## config.mk

```make
export PLATFORM = sky130hd
export DESIGN_NAME = aspi_step
export DESIGN_NICKNAME = d
export VERILOG_FILES = /design/src/hdl/aspi_pkg.sv /design/src/hdl/aspi_step.sv
export SDC_FILE = /design/constraint.sdc
export NUM_CORES = 1
export LEC_CHECK = 0
export ABC_AREA = 1
export BUFFER_PORTS_ARGS = -buffer_cell sky130_fd_sc_hd__buf_4
export CORE_MARGIN = 5
export CORE_UTILIZATION = 58
export DETAILED_ROUTE_END_ITERATION = 7
export GPL_TIMING_DRIVEN = 0
export PLACE_DENSITY_LB_ADDON = 0.15
export SETUP_SLACK_MARGIN = 0.05
export SLEW_MARGIN = 15
export SYNTH_ARGS = -nofsm -noshare
export SYNTH_HDL_FRONTEND = slang
export SYNTH_SLANG_ARGS = --single-unit
```

## constraint.sdc

```tcl
create_clock -name vclk -period 8
set_input_delay 0.8 -clock vclk [all_inputs]
set_output_delay 0.8 -clock vclk [all_outputs]
set_load 0.005 [all_outputs]
```

## src/hdl/aspi_pkg.sv

```systemverilog
// Shared types, codes, constants and lookup tables of the ADPCM sample player.
`default_nettype none
package aspi_pkg;

	// Sample memory geometry.
	localparam int ROM_DEPTH = 65536;
	localparam int ROM_AW    = $clog2(ROM_DEPTH);

	// Operation codes carried on the input tuser.
	localparam logic [1:0] OP_LOAD  = 2'd0;
	localparam logic [1:0] OP_START = 2'd1;
	localparam logic [1:0] OP_TICK  = 2'd2;

	// Configuration register indexes.
	localparam logic REG_MASTER_VOLUME = 1'b0;
	localparam logic REG_SAMPLE_STEP   = 1'b1;

	// Reset values of the configuration registers.
	localparam logic [11:0] VOLUME_RESET = 12'd1024;
	localparam logic [14:0] STEP_RESET   = 15'd743;

	// Predictor and step index limits.
	localparam logic signed [13:0] PRED_MAX  = 14'sd2047;
	localparam logic signed [13:0] PRED_MIN  = -14'sd2048;
	localparam logic signed [6:0]  INDEX_MAX = 7'sd48;

	// Output saturation limits.
	localparam logic signed [18:0] SAMPLE_MAX = 19'sd32767;
	localparam logic signed [18:0] SAMPLE_MIN = -19'sd32768;

	// Quantiser step size, floor(16 * 1.1^i) for i = 0..48.
	function automatic logic [10:0] step_size(input logic [5:0] idx);
		logic [10:0] s;
		unique case (idx)
			6'd0:  s = 11'd16;   6'd1:  s = 11'd17;   6'd2:  s = 11'd19;
			6'd3:  s = 11'd21;   6'd4:  s = 11'd23;   6'd5:  s = 11'd25;
			6'd6:  s = 11'd28;   6'd7:  s = 11'd31;   6'd8:  s = 11'd34;
			6'd9:  s = 11'd37;   6'd10: s = 11'd41;   6'd11: s = 11'd45;
			6'd12: s = 11'd50;   6'd13: s = 11'd55;   6'd14: s = 11'd60;
			6'd15: s = 11'd66;   6'd16: s = 11'd73;   6'd17: s = 11'd80;
			6'd18: s = 11'd88;   6'd19: s = 11'd97;   6'd20: s = 11'd107;
			6'd21: s = 11'd118;  6'd22: s = 11'd130;  6'd23: s = 11'd143;
			6'd24: s = 11'd157;  6'd25: s = 11'd173;  6'd26: s = 11'd190;
			6'd27: s = 11'd209;  6'd28: s = 11'd230;  6'd29: s = 11'd253;
			6'd30: s = 11'd279;  6'd31: s = 11'd307;  6'd32: s = 11'd337;
			6'd33: s = 11'd371;  6'd34: s = 11'd408;  6'd35: s = 11'd449;
			6'd36: s = 11'd494;  6'd37: s = 11'd544;  6'd38: s = 11'd598;
			6'd39: s = 11'd658;  6'd40: s = 11'd724;  6'd41: s = 11'd796;
			6'd42: s = 11'd876;  6'd43: s = 11'd963;  6'd44: s = 11'd1060;
			6'd45: s = 11'd1166; 6'd46: s = 11'd1282; 6'd47: s = 11'd1411;
			default: s = 11'd1552;
		endcase
		return s;
	endfunction

	// Step index adjustment by nibble magnitude.
	function automatic logic signed [4:0] index_adjust(input logic [2:0] mag);
		logic signed [4:0] a;
		unique case (mag)
			3'd4:    a = 5'sd2;
			3'd5:    a = 5'sd4;
			3'd6:    a = 5'sd6;
			3'd7:    a = 5'sd8;
			default: a = -5'sd1;
		endcase
		return a;
	endfunction

endpackage
`default_nettype wire

```

## src/hdl/aspi_step.sv

```systemverilog
// One ADPCM decode step: predictor and step index update for a single nibble.
`default_nettype none
module aspi_step (
	input  wire logic signed [11:0] pred,
	input  wire logic        [5:0]  idx,
	input  wire logic        [3:0]  nib,
	output logic signed      [11:0] pred_next,
	output logic             [5:0]  idx_next
);

	logic [10:0]        stp;
	logic [11:0]        mag;
	logic signed [13:0] sum;
	logic signed [6:0]  isum;

	// Difference magnitude from the nibble bits, then signed add and clamp.
	always_comb begin
		stp = aspi_pkg::step_size(idx);
		mag = {4'd0, stp[10:3]};
		if (nib[0]) mag = mag + {3'd0, stp[10:2]};
		if (nib[1]) mag = mag + {2'd0, stp[10:1]};
		if (nib[2]) mag = mag + {1'b0, stp};
		if (nib[3]) begin
			sum = {{2{pred[11]}}, pred} - $signed({2'b00, mag});
		end else begin
			sum = {{2{pred[11]}}, pred} + $signed({2'b00, mag});
		end
		priority if (sum > aspi_pkg::PRED_MAX) begin
			pred_next = aspi_pkg::PRED_MAX[11:0];
		end else if (sum < aspi_pkg::PRED_MIN) begin
			pred_next = aspi_pkg::PRED_MIN[11:0];
		end else begin
			pred_next = sum[11:0];
		end
	end

	// Step index adjustment, kept within the table.
	always_comb begin
		isum = $signed({1'b0, idx}) + 7'(aspi_pkg::index_adjust(nib[2:0]));
		priority if (isum > aspi_pkg::INDEX_MAX) begin
			idx_next = aspi_pkg::INDEX_MAX[5:0];
		end else if (isum < 7'sd0) begin
			idx_next = 6'd0;
		end else begin
			idx_next = isum[5:0];
		end
	end

endmodule
`default_nettype wire

```

Word-level counts from Yosys, hierarchy flattened:

Memories as Yosys holds them, arrays and structs flattened.
Index checks and enable logic that the tools add are counted.

* $add $sub $neg: 6
* magnitude comparators: 4
* equality and inequality tests: 4
* muxes and demuxes: 9

Operator list (count)
* $mux 12: 4
* $pmux 5 s4: 1
* $add 12x13->14: 1
* $gt 14x12->1 const B: 1
* $lt 14x12->1 const B: 1
* $mux 14: 1
* $sub 12x13->14: 1
* $add 12x10->12: 1
* $add 12x11->12: 1
* $eq 3x3->1 const B: 4
* $mux 6: 2
* $add 8x9->10: 1
* $mux 10: 1
* $add 7x5->7: 1
* $gt 7x7->1 const B: 1
* $lt 7x1->1 const B: 1

* register bits: 0
* ROM bits: 704
* input bits: 22
* output and inout port bits: 18
* memories: 1

Memories
* (no name shown): words 64, width 11, rd ports 1, clocked after Yosys merged registers in 0, write ports 0, RTL line aspi_pkg.sv:34 `unique case (idx)`

Longest topological paths before layout:

Gate-level depths: netlist (run 1).
An unclocked memory read counts as a cell.

* depth after elaboration: 12
* mapped depth: 55

Worst setup path before layout (run 1):

OpenSTA, ideal clock, no wires.

* path type: input to output
* from: input idx[0]
* to: output pred_next[2]
* data arrival time: 6.815 ns
* required time: 7.200 ns
* setup slack: 0.385 ns
* cell stages on the path: 48
* path buffers: 1
* cell sequence: inv_1 > ha_1 > nand2_1 > nand3_1 > nand3_1 > nand2_1 > nand2_1 > and2_1 > ha_1 > fa_1 > xor2_1 > nand2_1 > nand2_1 > ha_1 > nand2_1 > nand3_1 > xor2_1 > nand2_1 > [... 12 more ...] > xor2_1 > ha_1 > inv_1 > o21ai_0 > nor2_1 > nand2_1 > nand2_1 > nand2_1 > a21o_1 > a21oi_1 > nor2_1 > nor2_1 > xor2_1 > nand2_1 > nand3_2 > buf_6 > nand2_1 > nand2_1

* word-level cells in the longest chain between the ends: 12
* elaborated cells between the ends (all ways): 14
* those cells by class: add/sub: 5; order compare: 2; mux: 6; memory: 1

RTL lines
* from (decl): RTL line aspi_step.sv:5 `input wire logic [5:0] idx,`
* $mem_v2 64x11 (*)
* $add 8x9->10: RTL line aspi_step.sv:20 `if (nib[0]) mag = mag + {3'd0, stp[10:2]};`
* $mux 10: RTL line aspi_step.sv:20
* $add 12x10->12: RTL line aspi_step.sv:21 `if (nib[1]) mag = mag + {2'd0, stp[10:1]};`
* $mux 12: RTL line aspi_step.sv:21
* $add 12x11->12: RTL line aspi_step.sv:22 `if (nib[2]) mag = mag + {1'b0, stp};`
* $mux 12 (*): RTL line aspi_step.sv:22
* $add 12x13->14 / $sub 12x13->14 (equally long branches): RTL line aspi_step.sv:26, aspi_step.sv:24
* $mux 14 (*): RTL line aspi_step.sv:23 `if (nib[3]) begin`
* $lt 14x12->1: RTL line aspi_step.sv:30 `end else if (sum < aspi_pkg::PRED_MIN) begin`
* $mux 12: RTL line aspi_step.sv:30
* $mux 12 (*): RTL line aspi_step.sv:28 `priority if (sum > aspi_pkg::PRED_MAX) begin`
* to (decl): RTL line aspi_step.sv:7 `output logic signed [11:0] pred_next,`

Every way passes the cells marked *; elsewhere a longest branch is shown, timed or not.

Final worst setup path (run 1):

* from: input idx[0]
* to: output pred_next[6]

Same word-level chain as after synthesis.

==> metrics.csv, run 1 <==
metric,value,unit
die_x,94.0,microns
violations,"DRC, setup timing",
synth_cells,750,
vias,6207,
cp_max_fo,10,
wirelength,18900,microns
crit_cells,44,
dieHeight,94.0,microns
area_growth,44.5,%
drv_cap,0,
status,"complete, but fails checks",
viasPerCell,6.49,
max_stage_delay,370,ps
hold_class,in2out,
grtUsageTotal,31.3,%
num_antenna_cells,0,
cp.required,7200,ps
dp_cells,886,
worst_slew_pin_slew,741,ps
stdcell_count,956,
cp_common_cell,nand2_1,
hold_violations,0,
seqCellArea,0,sq um
drive_gt1_share,34.1,%
startpoint_type,primary input,
period_needed,8750,ps
hold_slack,2090,ps
crit_family,simple AND/OR/NAND/NOR gates,
fp-row-count,30,
clockBufferCount,0,
gp_congestion,0.938,
drtPass1Iterations,8,
grt_pass1_wl,22800,microns
dr.first_iter.drc_count,762,
holdBufCountCts,0,
yosys_warnings,0,
port_buffers,40,
fmax,114,MHz
rsz0062_at_grt,true,
synth.avg_cell_area,5.46,sq um
setup_viol,12,
slew-limit-headroom,50.1,%
hold_depth,5,
first_global_vias,4962,
dieArea,8830,sq um
wl_per_cell,19.8,microns
antenna_left,0,
syn_nets,835,
crit_buf_inv,8,
antenna_found_initial,0,
setup_ws,-750,ps
core_area,6830,sq um
grt_max_degree,13,
dp_slack,-942,ps
slew_viol_final,0,
irDropWorstVdd,0.0902,mV
remaining_drc_errors,6,
gr-total-overflow,0,
arrival,7950,ps
yosysSeqAreaShare,0,%
worstSetupEndpointType,output pin,
multi_input_area,4370,sq um
p_leak,3.15,nW
synth_area,4090,sq um
crit_slowest_cell,fa_2,
fin_tns_setup,-8320,ps
synth_cell_types,42,
pin_count,40,
seq_cell_count,0,
worstSetupPathType,in2out,
period_share,109,%
hpwl,9870,microns
start_util,59.9,%
power_density,229,nW/um^2
layout.nets,947,
fillers,368,
==> layout make-up <==
cell class                 instances  area share, %
multi-input combinational        619           74.0
timing repair buffer             110           14.7
inverter                         117           7.58
tap                               96           2.03
buffer                            14           1.74
==> cell usage in the layout, fill, tap and decap left out, types with 13 or more instances in the layout <==
cell type	instances
buf_6	13
nor2_1	45
nand2_2	38
buf_4	103
xor2_1	23
nand2_1	202
nand3_1	75
nand3_2	23
inv_1	98
ha_1	31
o21ai_0	16
inv_2	16
ha_4	26
a21oi_1	25
==> stage by stage <==
stage                     util [%]  total power [mW]  cell area (sq um)
after global placement        66.0             0.818               4510
after global routing          86.6              1.42               5910
after detailed placement      66.0             0.837               4510
final                         86.6              1.36               5910
after CTS                     79.2              1.05               5410
after floorplan                  -             0.616               4090
==> report_power, final <==
group / switching [mW] / internal, mW
Combinational: 0.769 / 0.586
Clock: 0 / 0
Sequential: 0 / 0
==> cell families after synthesis <==
group	synth area share, %
xor+xnor	6.85
compound gates	12.9
simple gates	46.8
buf+inv	13.2
fa+ha+maj	20.2
==> final timing paths <==
path,start,endpoint,slack [ps]
worst max-delay path,idx[0],pred_next[6],-750
worst min-delay path,pred[1],pred_next[1],2090
==> per-layer routing <==
metal	track usage, %	vias up	wire length, microns
met3	2.96	254	2240
met2	55.2	607	8290
li1	-	2655	-
met5	0	-	0
met1	39.1	2691	6390
met4	11.4	0	2010
==> synthesized netlist by cell type (2+ instances only) <==
cell type | n | share of area [%]
inv_2 | 5 | 0.46
nor2_2 | 2 | 0.31
a21o_1 | 6 | 1.1
or2_2 | 5 | 0.76
a21oi_1 | 34 | 4.2
nand4_1 | 8 | 1.2
o21bai_1 | 2 | 0.37
buf_6 | 5 | 1.4
o21ai_0 | 22 | 2.7
xnor2_1 | 8 | 1.7
xor2_1 | 24 | 5.1
nand2_1 | 242 | 22
buf_4 | 2 | 0.37
o211ai_2 | 2 | 0.61
buf_2 | 4 | 0.49
clkbuf_1 | 3 | 0.28
nand3_1 | 92 | 11
fa_1 | 5 | 2.4
and2_1 | 8 | 1.2
o31ai_1 | 3 | 0.55
nor2_1 | 52 | 4.8
ha_1 | 58 | 18
a21oi_2 | 2 | 0.43
inv_1 | 111 | 10
o211ai_1 | 2 | 0.37
a31oi_1 | 6 | 0.92
nand2_2 | 8 | 1.2
nor3_1 | 7 | 0.86
nand3_2 | 9 | 2.2
==> repair_timing <==
action	in CTS	in global routing
buffers inserted	42	27
setup endpoints to repair	12	12
resized for setup	119	71
pin swaps	53	55
cloned	1	0
Power figures use the tool's default switching activity.
==> run 2, diff against run 1 <==
--- a/config.mk
+++ b/config.mk
@@ -6,9 +6,12 @@
 export NUM_CORES = 1
 export LEC_CHECK = 0
 export ABC_AREA = 1
+export ABC_CLOCK_PERIOD_IN_PS = 8000
 export BUFFER_PORTS_ARGS = -buffer_cell sky130_fd_sc_hd__buf_4
+export CELL_PAD_IN_SITES_DETAIL_PLACEMENT = 0
+export CELL_PAD_IN_SITES_GLOBAL_PLACEMENT = 1
 export CORE_MARGIN = 5
-export CORE_UTILIZATION = 58
+export CORE_UTILIZATION = 39
 export DETAILED_ROUTE_END_ITERATION = 7
 export GPL_TIMING_DRIVEN = 0
 export PLACE_DENSITY_LB_ADDON = 0.15
==> run 2 against run 1 <==
  * The flow finishes with violations (setup timing)
  * Die area rose by 43%
  * Highest routed layer unchanged
  * Maximum frequency rose by 6.6%
  * Worst setup slack improved by 540 ps
  * Count of clock-buffer cells in the layout did not move
  * Via count fell by 14%
  * Sequential share of layout area did not move
  * First-iteration DRC count fell by 58%
==> metrics.csv, run 2 (same netlist as run 1, synthesis figures left out) <==
metric,value,unit
status,"complete, but fails checks",
violations,setup timing,
hold_class,in2out,
wirelength,15100,microns
first_global_vias,5130,
clockBufferCount,0,
num_antenna_cells,0,
final_common_cell,nand2_1,
area_growth,52.8,%
fp-row-count,37,
slew_viol_final,0,
drtPass1Iterations,5,
worst_slew_pin_slew,806,ps
grt_pass1_wl,23500,microns
hpwl,10600,microns
gp_congestion,0.922,
p_total,1.31,mW
irDropWorstVdd,0.143,mV
seqCellArea,0,sq um
fillers,954,
setup_viol,11,
die_x,112,microns
startpoint_type,primary input,
drv_cap,0,
viasPerCell,5.28,
port_buffers,40,
hold_depth,5,
dp_slack,-987,ps
vias,5353,
layout_common_cells,"197 x nand2_1, 117 x buf_4, 96 x inv_1",
hold_violations,0,
dr.first_iter.drc_count,322,
antenna_left,0,
fin_tns_setup,-2180,ps
power_density,210,nW/um^2
pin_count,40,
setup_ws,-208,ps
grt_max_degree,13,
core_area,10300,sq um
dieArea,12600,sq um
arrival,7410,ps
antenna_found_initial,0,
slew-limit-headroom,45.7,%
cp.required,7200,ps
wl_per_cell,14.8,microns
remaining_drc_errors,0,
crit_slowest_cell,fa_2,
start_util,39.8,%
rsz0062_at_grt,true,
p_leak,3.25,nW
gr-total-overflow,0,
grtUsageTotal,21.5,%
worstSetupEndpointType,output pin,
worstSetupPathType,in2out,
drive_gt1_share,37.9,%
period_needed,8210,ps
dieHeight,112,microns
period_share,103,%
holdBufCountCts,0,
hold_slack,2050,ps
fmax,122,MHz
layout.nets,965,
max_stage_delay,560,ps
cp_max_fo,8,
seq_cell_count,0,
run 2: area by class of cell:
cell class	instances	area (sq um)	share of cell area, %
timing repair buffer	128	1020	16.4
multi-input combinational	619	4510	72.1
inverter	117	448	7.17
buffer	14	103	1.64
tap	136	170	2.72
run 2: per-stage QoR:
step | instances | util, % | cell area [sq um]
4_1_cts | 985 | 54.0 | 5550
6_report | 1014 | 60.8 | 6250
3_3_place_gp | 926 | 44.4 | 4560
2_1_floorplan | 750 | - | 4090
3_5_place_dp | 926 | 44.4 | 4560
5_1_grt | 1014 | 60.8 | 6250
run 2: path summary, 6_finish.rpt:
path | start | to | slack [ps]
worst max-delay path | idx[0] | pred_next[3] | -210
worst min-delay path | pred[1] | pred_next[1] | 2050
run 2: worst max-delay path: cells and delay by family:
| family | cells | cell delay, ps |
|---|---|---|
| adders and majority gates | 5 | 1720 |
| AOI/OAI and AO/OA | 5 | 750 |
| and+or+nand+nor | 29 | 2590 |
| buffers and inverters | 8 | 1080 |
| xor gates and xnor gates | 3 | 450 |
run 2: per-layer routing:
layer	part of all wire, %	vias up	wire length [microns]	global-route usage, %
met2	52	171	7760	40.7
met4	2.2	0	325	4.09
li1	-	2679	-	-
met1	42	2472	6290	27.1
met5	0	-	0	0
met3	4.5	31	679	0.916
run 2: report_power, final:
part	leakage, nW	switching, mW	internal [mW]
logic	3.25	0.688	0.627
clock network	0	0	0
registers	0	0	0
run 2: repair_timing:
action | CTS | global route
gates resized for setup | 117 | 107
cloned | 2 | 0
pin swaps | 52 | 79
buffers inserted | 57 | 29
endpoints found under the setup margin | 12 | 12
