$ cat config.mk
export PLATFORM = sky130hd
export DESIGN_NAME = aspi_mul
export DESIGN_NICKNAME = d
export VERILOG_FILES = /design/src/hdl/aspi_mul.sv
export SDC_FILE = /design/constraint.sdc
export NUM_CORES = 1
export LEC_CHECK = 0
export BUFFER_PORTS_ARGS = -buffer_cell sky130_fd_sc_hd__buf_2
export CAP_MARGIN = 20
export CORE_MARGIN = 4
export CORE_UTILIZATION = 50
export CTS_CLUSTER_DIAMETER = 80
export DETAILED_ROUTE_END_ITERATION = 10
export PLACE_DENSITY = 0.66
export REMOVE_ABC_BUFFERS = 1
export SLEW_MARGIN = 30
export SYNTH_ARGS = -nofsm -noshare
export SYNTH_HDL_FRONTEND = slang
export SYNTH_SLANG_ARGS = --single-unit
$ cat constraint.sdc
create_clock -name clk -period 8 [get_ports clk]
set_input_delay 2 -clock clk [delete_from_list [all_inputs] [get_ports clk]]
set_output_delay 2 -clock clk [all_outputs]
set_load 0.1 [all_outputs]
$ cat src/hdl/aspi_mul.sv
// Shared signed multiplier with registered product, used for gain and interpolation.
`default_nettype none
module aspi_mul (
	input  wire logic               clk,
	input  wire logic               en,
	input  wire logic signed [17:0] a,
	input  wire logic signed [12:0] b,
	output logic signed      [30:0] p_q
);

	// Product is captured only when the sequencer asks, so it holds for the next state.
	always_ff @(posedge clk) begin
		if (en) begin
			p_q <= 31'(a * b);
		end
	end

endmodule
`default_nettype wire

# == Word-level counts from Yosys, hierarchy flattened ==
# Index checks and enable logic that the tools add are counted.
# classes
n_mul,1
order_cmp,0
n_reduce_logical,0
addsub,0
eq_ne,0
div_mod_pow,0
bitwise,0
n_mux,0
shift,0
# ops
op,count
multiplier 18 x 13 -> 31 bit,1
# word_totals
mem_bits_ro,0
mem_bits_rw,0
latch_bits,0
in_bits,33
out_inout_bits,31
elab_cells,2
memories,0
ff_bits,31

# == Depth between registers and ports, before layout ==
# Gate-level depths: netlist of the first run.
# depth
depth_word,1
mapped_depth,23
ltp_nobuf,22

# == Least setup slack after synthesis of the first run ==
# Ideal clock, no wire load.
# synth_path
path_kind,input to register
start,input port b[5]
end,"register p_q[29], data pin"
stages,18
t_required_ns,7.738
setup_slack_ns,0.452
path_buffers,2
setup_ns,0.262
t_arrival_ns,7.286
cell_sequence,clkbuf_1 -> clkbuf_1 -> nand2_1 -> fa_1 -> fa_1 -> inv_1 -> fa_1 -> fa_1 -> fa_1 -> fa_1 -> ha_1 -> and3_4 -> a211o_2 -> a31oi_4 -> o31ai_2 -> a2111oi_2 -> o21ai_1 -> xor2_1
# synth_between
elab_chain_cells,1
# synth_lines
item,line_no,source
"start, declared",7,"input wire logic signed [12:0] b,"
multiplier 18 x 13 -> 31 bit,14,p_q <= 31'(a * b);
"end signal, assigned",14,
"end, declared",8,output logic signed [30:0] p_q
# Every way passes these cells.
# A chain may end at the register's enable or synchronous reset.

# == Worst setup path in the final report of the first run ==
# layout_path
start,input port b[4]
end,"register p_q[29], data pin"
# Same word-level chain as after synthesis.

==> impl_table.tex, run 1 <==
\begin{tabular}{lr}
\hline
Metric & Value \\
\hline
\multicolumn{2}{l}{\textbf{Global routing}} \\
Initial antenna violation count & 0 \\
First-pass GRT wire length & 33.44 mm \\
Via count of the first global-routing pass & 6830 \\
Met1 Use GR & 25.67\% \\
Grt total ovfl & 0 \\
GRT met3 Usage & 2.315\% \\
Met2 usage & 38.65\% \\
Largest net degree at the start of global routing & 32 \\
Most heavily used metal layer in global routing & met2 \\
Global router's overall resource usage & 20.56\% \\
\multicolumn{2}{l}{\textbf{Logic synthesis}} \\
Async set-reset flop share out of synthesis & 0\% \\
Distinct cell type count after synthesis & 48 \\
Post-synth top flop & edfxtp\_1 \\
Number of enable flip-flop cells after synthesis & 31 \\
Sequential share of the synthesized area & 10.01\% \\
Synthesis-stage register bit count & 31 \\
Cell count after synthesis & 939 \\
Count of warnings emitted by yosys & 0 \\
Post-synthesis area per instance & 9.904 µm² \\
Post-synthesis instance area & 9300 µm² \\
\multicolumn{2}{l}{\textbf{Worst hold path}} \\
Worst hold path depth & 2 \\
Type of the worst min-delay path & in -> reg \\
Worst-case hold path end point & p\_q[0] \\
Hold\_sp & b[0] \\
\multicolumn{2}{l}{\textbf{Die}} \\
Placement row count & 49 \\
Y dimension of the die & 144.4 µm \\
Core Area & 18150 µm² \\
Initial Utilization & 51.25\% \\
Total die area & 20850 µm² \\
Overall die width & 144.4 µm \\
I/O pin count & 64 \\
\multicolumn{2}{l}{\textbf{Clocking}} \\
Number of CTS-inserted buffers & 5 \\
H-Tree Depth & 2 \\
Number of setup buffers added after CTS & 0 \\
Number of buffers on the longest clock path & 2 \\
CTS root buf & clkbuf\_16 \\
Clock input transition at the sequential cells of the worst setup and hold paths & 0.05 ns \\
Number of sinks driven by the clock tree & 31 \\
Post-cts sizing count & 0 \\
Clock tree from TritonCTS & built \\
\# hold bufs at CTS & 0 \\
\multicolumn{2}{l}{\textbf{Layout}} \\
Number of diodes & 0 \\
Registers with the most flip-flops & p\_q: 31 flops \\
Fraction of layout cells with a size suffix above 1 & 9.499\% \\
\# nets final & 1305 \\
Final-layout fill cell count & 1678 \\
Final instance area & 9978 µm² \\
Area delta synth->final & 7.292\% \\
Largest register FFs & 31 \\
Commonest non-fill, non-tap cell in the layout & fa\_1 \\
Highest-count cells in the layout ignoring fill and taps & fa\_1, inv\_1, nand2\_1 \\
Register with the highest flop count & p\_q \\
\multicolumn{2}{l}{\textbf{Place}} \\
Gp weighted congestion & 0.8281 \\
Pre-CTS setup slack & 0.2974 ns \\
Detailed Place HPWL & 16.91 mm \\
Number of buffers added on ports & 63 \\
Post-DP Area & 9814 µm² \\
\multicolumn{2}{l}{\textbf{Drt}} \\
Drt first pass iters & 7 \\
Iteration-0 DRC count of the detailed router & 271 \\
Total number of vias & 6284 \\
Number of vias per cell after detailed routing & 5.202 \\
Detail Route Antenna Nets & 0 \\
Routed wire per std cell & 16.45 µm \\
DRC viols & 0 \\
Detailed Route WL & 19.87 mm \\
\multicolumn{2}{l}{\textbf{Timing}} \\
Final hold violations & 0 \\
Worst-margin pin slew & 0.7189 ns \\
Max\_slew headroom & 50.83\% \\
Number of endpoints failing setup at the final stage & 0 \\
Period Utilization, post-route & 92.63\% \\
Final setup margin & 0.5894 ns \\
RSZ-0062 raised after global routing & no \\
Total count of max-transition violations in the final report & 0 \\
Final setup TNS & 0 ns \\
Shortest period the worst path allows & 7.411 ns \\
Fmax & 134.9 MHz \\
Worst hold slack & 2.313 ns \\
\multicolumn{2}{l}{\textbf{Setup path}} \\
Largest fanout on the critical path & 18 \\
Nature of the critical path startpoint & primary input \\
Cell with the largest stage delay on the worst path & fa\_1 \\
Data arrival time of the worst path & 7.43 ns \\
Worst Path Required & 8.02 ns \\
Series of cell instances along the critical path & buf\_2 -> nand2\_1 -> fa\_1 -> fa\_1 -> inv\_1 -> fa\_1 -> fa\_1 -> fa\_1 -> fa\_1 -> ha\_1 -> and3\_4 -> a211o\_2 -> a31oi\_4 -> o31ai\_2 -> a2111oi\_2 -> o21ai\_1 -> xor2\_1 \\
Worst Path Class, Setup & in -> reg \\
Cell occurring most often along the worst timing path & fa\_1 \\
Largest incremental delay on the critical path & 0.56 ns \\
Nature of the critical path endpoint & flip-flop \\
\multicolumn{2}{l}{\textbf{Job}} \\
Number of max-cap violations & 0 \\
\multicolumn{2}{l}{\textbf{Run status}} \\
Status & completed \\
\hline
\end{tabular}
-- metrics by stage --
step           std cells  util, %
6_report            1208    54.98
4_1_cts             1208    54.98
5_1_grt             1208    54.98
3_5_place_dp        1200    54.08
2_1_floorplan        900        -
3_3_place_gp        1200    54.08
-- Yosys cell counts (all sizes together), types with 5 or more instances --
master  number  share of area, %
nand3        5              0.27
clkbuf      38               1.5
nand2      118               4.8
edfxtp      31                10
ha          77                10
xor2         6              0.57
nand2b       6              0.40
a21o         6              0.48
inv        209               8.4
fa         217                47
xnor2       28               2.6
nor2        22              0.89
o21ai       12              0.69
and2       101               6.8
a21oi       21               1.2
-- critical path: cells and delay by family --
family | cells | cell delay (ns)
AOI/OAI and AO/OA | 5 | 1.17
xor gates and xnor gates | 1 | 0.15
buffers and inverters | 2 | 0.39
and+or+nand+nor | 2 | 0.36
adders and majority gates | 7 | 3.32
-- cell type report --
type	count	area [µm²]	area share (%)
well taps	229	286.5	2.871
multi-input cells	660	7437	74.53
clock inverters	3	38.79	0.3887
clock buffers	5	125.1	1.254
repair buffers	71	375.4	3.762
flip-flops and latches	31	930.9	9.329
inverters	209	784.5	7.862
-- cell families (layout without fill, tap and decap cells) --
family                   count (synthesis)  after routing  synth area share, %
flip-flops                              31             31                10.01
buffers and inverters                  248            288                10.02
AO/OA/AOI/OAI                           70             70                5.866
XOR/XNOR                                34             34                3.202
adder cells (fa/ha/maj)                294            294                57.07
AND/OR/NAND/NOR                        262            262                13.83
-- metal layers --
layer	up-vias	routed length, µm
li1	2877	-
met1	3255	7697
met2	127	10940
met3	25	859
met4	0	376
met5	-	0
-- worst max-delay path by stage --
stage          depth (start not counted)  from      end
3_3_place_gp                          17  b[4]  p_q[29]
4_1_cts                               17  b[4]  p_q[29]
3_5_place_dp                          17  b[4]  p_q[29]
6_report                              17  b[4]  p_q[29]
5_1_grt                               19  b[2]  p_q[30]
2_1_floorplan                         17  b[1]  p_q[29]
Power of run 1 is left out: the tool's default activity adds up to more than one toggle a clock period on the data nets, which glitch-free logic cannot reach.
==> run 2, diff against run 1 <==
clock period = 9 ns   (was 8 ns; I/O delays follow)
==> impl_table.tex, run 2 (same netlist as run 1, synthesis figures left out) <==
\begin{tabular}{lr}
\hline
Metric & Value \\
\hline
\multicolumn{2}{l}{\textbf{Die}} \\
Placement row count & 49 \\
I/O pin count & 64 \\
Y dimension of the die & 144.4 µm \\
Core Area & 18150 µm² \\
Total die area & 20850 µm² \\
Initial Utilization & 51.25\% \\
Overall die width & 144.4 µm \\
\multicolumn{2}{l}{\textbf{Clocking}} \\
Clock input transition at the sequential cells of the worst setup and hold paths & 0.05 ns \\
Number of CTS-inserted buffers & 5 \\
Clock tree from TritonCTS & built \\
Post-cts sizing count & 0 \\
H-Tree Depth & 2 \\
Number of buffers on the longest clock path & 2 \\
Number of setup buffers added after CTS & 0 \\
Number of sinks driven by the clock tree & 31 \\
\# hold bufs at CTS & 0 \\
CTS root buf & clkbuf\_16 \\
\multicolumn{2}{l}{\textbf{Timing}} \\
Number of endpoints failing setup at the final stage & 0 \\
Period Utilization, post-route & 85.47\% \\
Fmax & 130.0 MHz \\
Max\_slew headroom & 46.87\% \\
Worst-margin pin slew & 0.7769 ns \\
Shortest period the worst path allows & 7.692 ns \\
Final hold violations & 0 \\
RSZ-0062 raised after global routing & no \\
Final setup margin & 1.308 ns \\
Total count of max-transition violations in the final report & 0 \\
Final setup TNS & 0 ns \\
\multicolumn{2}{l}{\textbf{Drt}} \\
Routed wire per std cell & 16.36 µm \\
Iteration-0 DRC count of the detailed router & 287 \\
Detail Route Antenna Nets & 0 \\
DRC viols & 0 \\
Total number of vias & 6265 \\
Drt first pass iters & 7 \\
Detailed Route WL & 19.67 mm \\
Number of vias per cell after detailed routing & 5.212 \\
\multicolumn{2}{l}{\textbf{Layout}} \\
Registers with the most flip-flops & p\_q: 31 flops \\
Fraction of layout cells with a size suffix above 1 & 8.941\% \\
Final-layout fill cell count & 1676 \\
Highest-count cells in the layout ignoring fill and taps & fa\_1, inv\_1, nand2\_1 \\
Commonest non-fill, non-tap cell in the layout & fa\_1 \\
Number of diodes & 0 \\
Register with the highest flop count & p\_q \\
\# nets final & 1299 \\
Largest register FFs & 31 \\
Area delta synth->final & 6.808\% \\
\multicolumn{2}{l}{\textbf{Setup path}} \\
Worst Path Required & 9.02 ns \\
Worst Path Class, Setup & in -> reg \\
Data arrival time of the worst path & 7.71 ns \\
Nature of the critical path startpoint & primary input \\
Nature of the critical path endpoint & flip-flop \\
Largest fanout on the critical path & 18 \\
\multicolumn{2}{l}{\textbf{Global routing}} \\
First-pass GRT wire length & 32.46 mm \\
Global router's overall resource usage & 19.98\% \\
Largest net degree at the start of global routing & 32 \\
Via count of the first global-routing pass & 6473 \\
Initial antenna violation count & 0 \\
Grt total ovfl & 0 \\
\multicolumn{2}{l}{\textbf{Place}} \\
Number of buffers added on ports & 63 \\
Gp weighted congestion & 0.8441 \\
Detailed Place HPWL & 16.66 mm \\
Pre-CTS setup slack & 1.021 ns \\
\multicolumn{2}{l}{\textbf{Job}} \\
Number of max-cap violations & 0 \\
\multicolumn{2}{l}{\textbf{Worst hold path}} \\
Type of the worst min-delay path & in -> reg \\
\multicolumn{2}{l}{\textbf{Run status}} \\
Status & completed \\
\hline
\end{tabular}
run 2: changes by cell type in the layout (fill, tap and decap cells not counted):
cell / delta
buf_4: -6
run 2: per-stage QoR:
| stage | cells | area, µm² | hold slack, ns | util (%) |
|---|---|---|---|---|
| final | 1202 | 9933 | 2.475 | 54.74 |
| after global routing | 1202 | 9933 | 2.492 | 54.74 |
| after CTS | 1202 | 9933 | 2.457 | 54.74 |
| after detailed placement | 1194 | 9769 | 2.747 | 53.83 |
| after global placement | 1194 | 9769 | 2.754 | 53.83 |
| after floorplan | 900 | 9153 | 2.363 | - |
run 2: critical path: stages:
cell and delay (ns):
buf_2 0.31, nand2_1 0.14, fa_1 0.53, fa_1 0.53, inv_1 0.06, fa_1 0.55, fa_1 0.44, fa_1 0.51
fa_1 0.43, ha_1 0.36, and3_4 0.22, a211o_2 0.35, a31oi_4 0.23, o31ai_2 0.12, a2111oi_2 0.41, o21ai_1 0.12
xor2_1 0.15
run 2: cell type report:
| type | count | area, µm² | share of cell area [%] |
|---|---|---|---|
| well taps | 229 | 286.5 | 2.884 |
| multi-input cells | 660 | 7437 | 74.87 |
| repair buffers | 65 | 330.3 | 3.325 |
| clock inverters | 3 | 38.79 | 0.3905 |
| inverters | 209 | 784.5 | 7.898 |
| clock buffers | 5 | 125.1 | 1.260 |
| flip-flops and latches | 31 | 930.9 | 9.371 |
run 2: worst paths after layout:
kind	slack (ns)	cells past startpoint	to	startpoint
worst max-delay path	1.31	17	p_q[29]	b[4]
worst min-delay path	2.47	2	p_q[0]	a[0]
run 2: per-layer routing:
metal / global-route usage [%] / part of all wire [%] / vias to the layer above
met1: 25.22 / 39 / 3255
met2: 37.50 / 56 / 126
li1: - / - / 2862
met4: 3.387 / 2.0 / 0
met3: 2.183 / 3.5 / 22
met5: 0 / 0 / -
Power of run 2 is left out for the same reason.
==> run 3, diff against run 2 <==
PLACE_DENSITY = 0.68   (was 0.66)
RECOVER_POWER = 25   (was not set)
==> impl_table.tex, run 3 (same netlist as run 1, synthesis figures left out) <==
\begin{tabular}{lr}
\hline
Metric & Value \\
\hline
\multicolumn{2}{l}{\textbf{Global routing}} \\
Largest net degree at the start of global routing & 32 \\
Initial antenna violation count & 0 \\
Via count of the first global-routing pass & 6722 \\
Global router's overall resource usage & 19.85\% \\
Grt total ovfl & 0 \\
First-pass GRT wire length & 32.42 mm \\
\multicolumn{2}{l}{\textbf{Drt}} \\
Drt first pass iters & 4 \\
Total number of vias & 6284 \\
Detail Route Antenna Nets & 0 \\
DRC viols & 0 \\
Number of vias per cell after detailed routing & 5.232 \\
Iteration-0 DRC count of the detailed router & 276 \\
Detailed Route WL & 19.75 mm \\
Routed wire per std cell & 16.44 µm \\
\multicolumn{2}{l}{\textbf{Clocking}} \\
Clock input transition at the sequential cells of the worst setup and hold paths & 0.06 ns \\
CTS root buf & clkbuf\_16 \\
Post-cts sizing count & 0 \\
Number of CTS-inserted buffers & 5 \\
Number of setup buffers added after CTS & 0 \\
Number of sinks driven by the clock tree & 31 \\
Number of buffers on the longest clock path & 2 \\
\# hold bufs at CTS & 0 \\
Clock tree from TritonCTS & built \\
H-Tree Depth & 2 \\
\multicolumn{2}{l}{\textbf{Die}} \\
Overall die width & 144.4 µm \\
Y dimension of the die & 144.4 µm \\
Placement row count & 49 \\
Initial Utilization & 51.25\% \\
I/O pin count & 64 \\
Core Area & 18150 µm² \\
Total die area & 20850 µm² \\
\multicolumn{2}{l}{\textbf{Setup path}} \\
Series of cell instances along the critical path & clkbuf\_1 -> nand2\_1 -> fa\_1 -> inv\_1 -> fa\_1 -> inv\_1 -> fa\_1 -> inv\_1 -> fa\_1 -> ha\_1 -> ha\_1 -> a2111oi\_0 -> o2bb2ai\_1 -> a31o\_4 -> o21bai\_2 -> a21oi\_2 -> xnor2\_1 \\
Largest incremental delay on the critical path & 0.84 ns \\
Largest fanout on the critical path & 18 \\
Nature of the critical path endpoint & flip-flop \\
Worst Path Required & 9.02 ns \\
Worst Path Class, Setup & in -> reg \\
Nature of the critical path startpoint & primary input \\
Data arrival time of the worst path & 7.77 ns \\
Cell with the largest stage delay on the worst path & fa\_1 \\
Cell occurring most often along the worst timing path & fa\_1 \\
\multicolumn{2}{l}{\textbf{Timing}} \\
Max\_slew headroom & -12.55\% \\
Final hold violations & 0 \\
Final setup margin & 1.256 ns \\
Period Utilization, post-route & 86.05\% \\
Final setup TNS & 0 ns \\
Shortest period the worst path allows & 7.744 ns \\
RSZ-0062 raised after global routing & no \\
Number of endpoints failing setup at the final stage & 0 \\
Total count of max-transition violations in the final report & 32 \\
Fmax & 129.1 MHz \\
Worst-margin pin slew & 1.688 ns \\
\multicolumn{2}{l}{\textbf{Worst hold path}} \\
Worst hold path depth & 2 \\
Type of the worst min-delay path & in -> reg \\
\multicolumn{2}{l}{\textbf{Run status}} \\
Violations in the final reports & capacitance limit, slew limit \\
Status & finished, violations left \\
\multicolumn{2}{l}{\textbf{Place}} \\
Gp weighted congestion & 0.8510 \\
Detailed Place HPWL & 16.63 mm \\
Number of buffers added on ports & 63 \\
Pre-CTS setup slack & 1.027 ns \\
\multicolumn{2}{l}{\textbf{Layout}} \\
Registers with the most flip-flops & p\_q: 31 flops \\
\# nets final & 1298 \\
Area delta synth->final & 6.444\% \\
Highest-count cells in the layout ignoring fill and taps & fa\_1, inv\_1, nand2\_1 \\
Largest register FFs & 31 \\
Number of diodes & 0 \\
Fraction of layout cells with a size suffix above 1 & 8.539\% \\
Register with the highest flop count & p\_q \\
Commonest non-fill, non-tap cell in the layout & fa\_1 \\
\multicolumn{2}{l}{\textbf{Job}} \\
Number of max-cap violations & 1 \\
\hline
\end{tabular}
-- run 3: worst max-delay path, delay by kind of cell --
family          cells  cell delay (ns)
compound gates      5             1.22
buf+inv             4             0.95
simple gates        1             0.41
fa+ha+maj           6             2.84
xor+xnor            1             0.07
-- run 3: per-layer routing --
metal  routed length (µm)  global-route usage [%]
met5                    0                       0
met1                 7822                   24.54
met2                10900                   37.62
met3                  585                   2.017
met4                  435                   4.026
-- run 3: final cells by class --
| class | count | area [µm²] |
|---|---|---|
| Sequential cell | 31 | 930.9 |
| Multi-Input combinational cell | 660 | 7437 |
| Clock inverter | 3 | 15.01 |
| Timing Repair Buffer | 64 | 320.3 |
| Inverter | 209 | 784.5 |
| Clock buffer | 5 | 125.1 |
| Tap cell | 229 | 286.5 |
| Fill cell | 1655 | 8248 |
-- run 3: path summary, 6_finish.rpt --
check | endpoint | from
hold / removal | p_q[0] | a[0]
setup / recovery | p_q[28] | b[0]
-- run 3: through the flow --
stage               utilization, %  instance area (µm²)  hold WS [ns]  std cells
floorplan                        -                 9153         2.363        900
finish                       54.55                 9899         2.476       1201
CTS                          54.56                 9902         2.474       1201
global placement             53.79                 9762         2.761       1193
detailed placement           53.79                 9762         2.759       1193
global route                 54.55                 9899         2.495       1201
Power of run 3 is left out for the same reason.
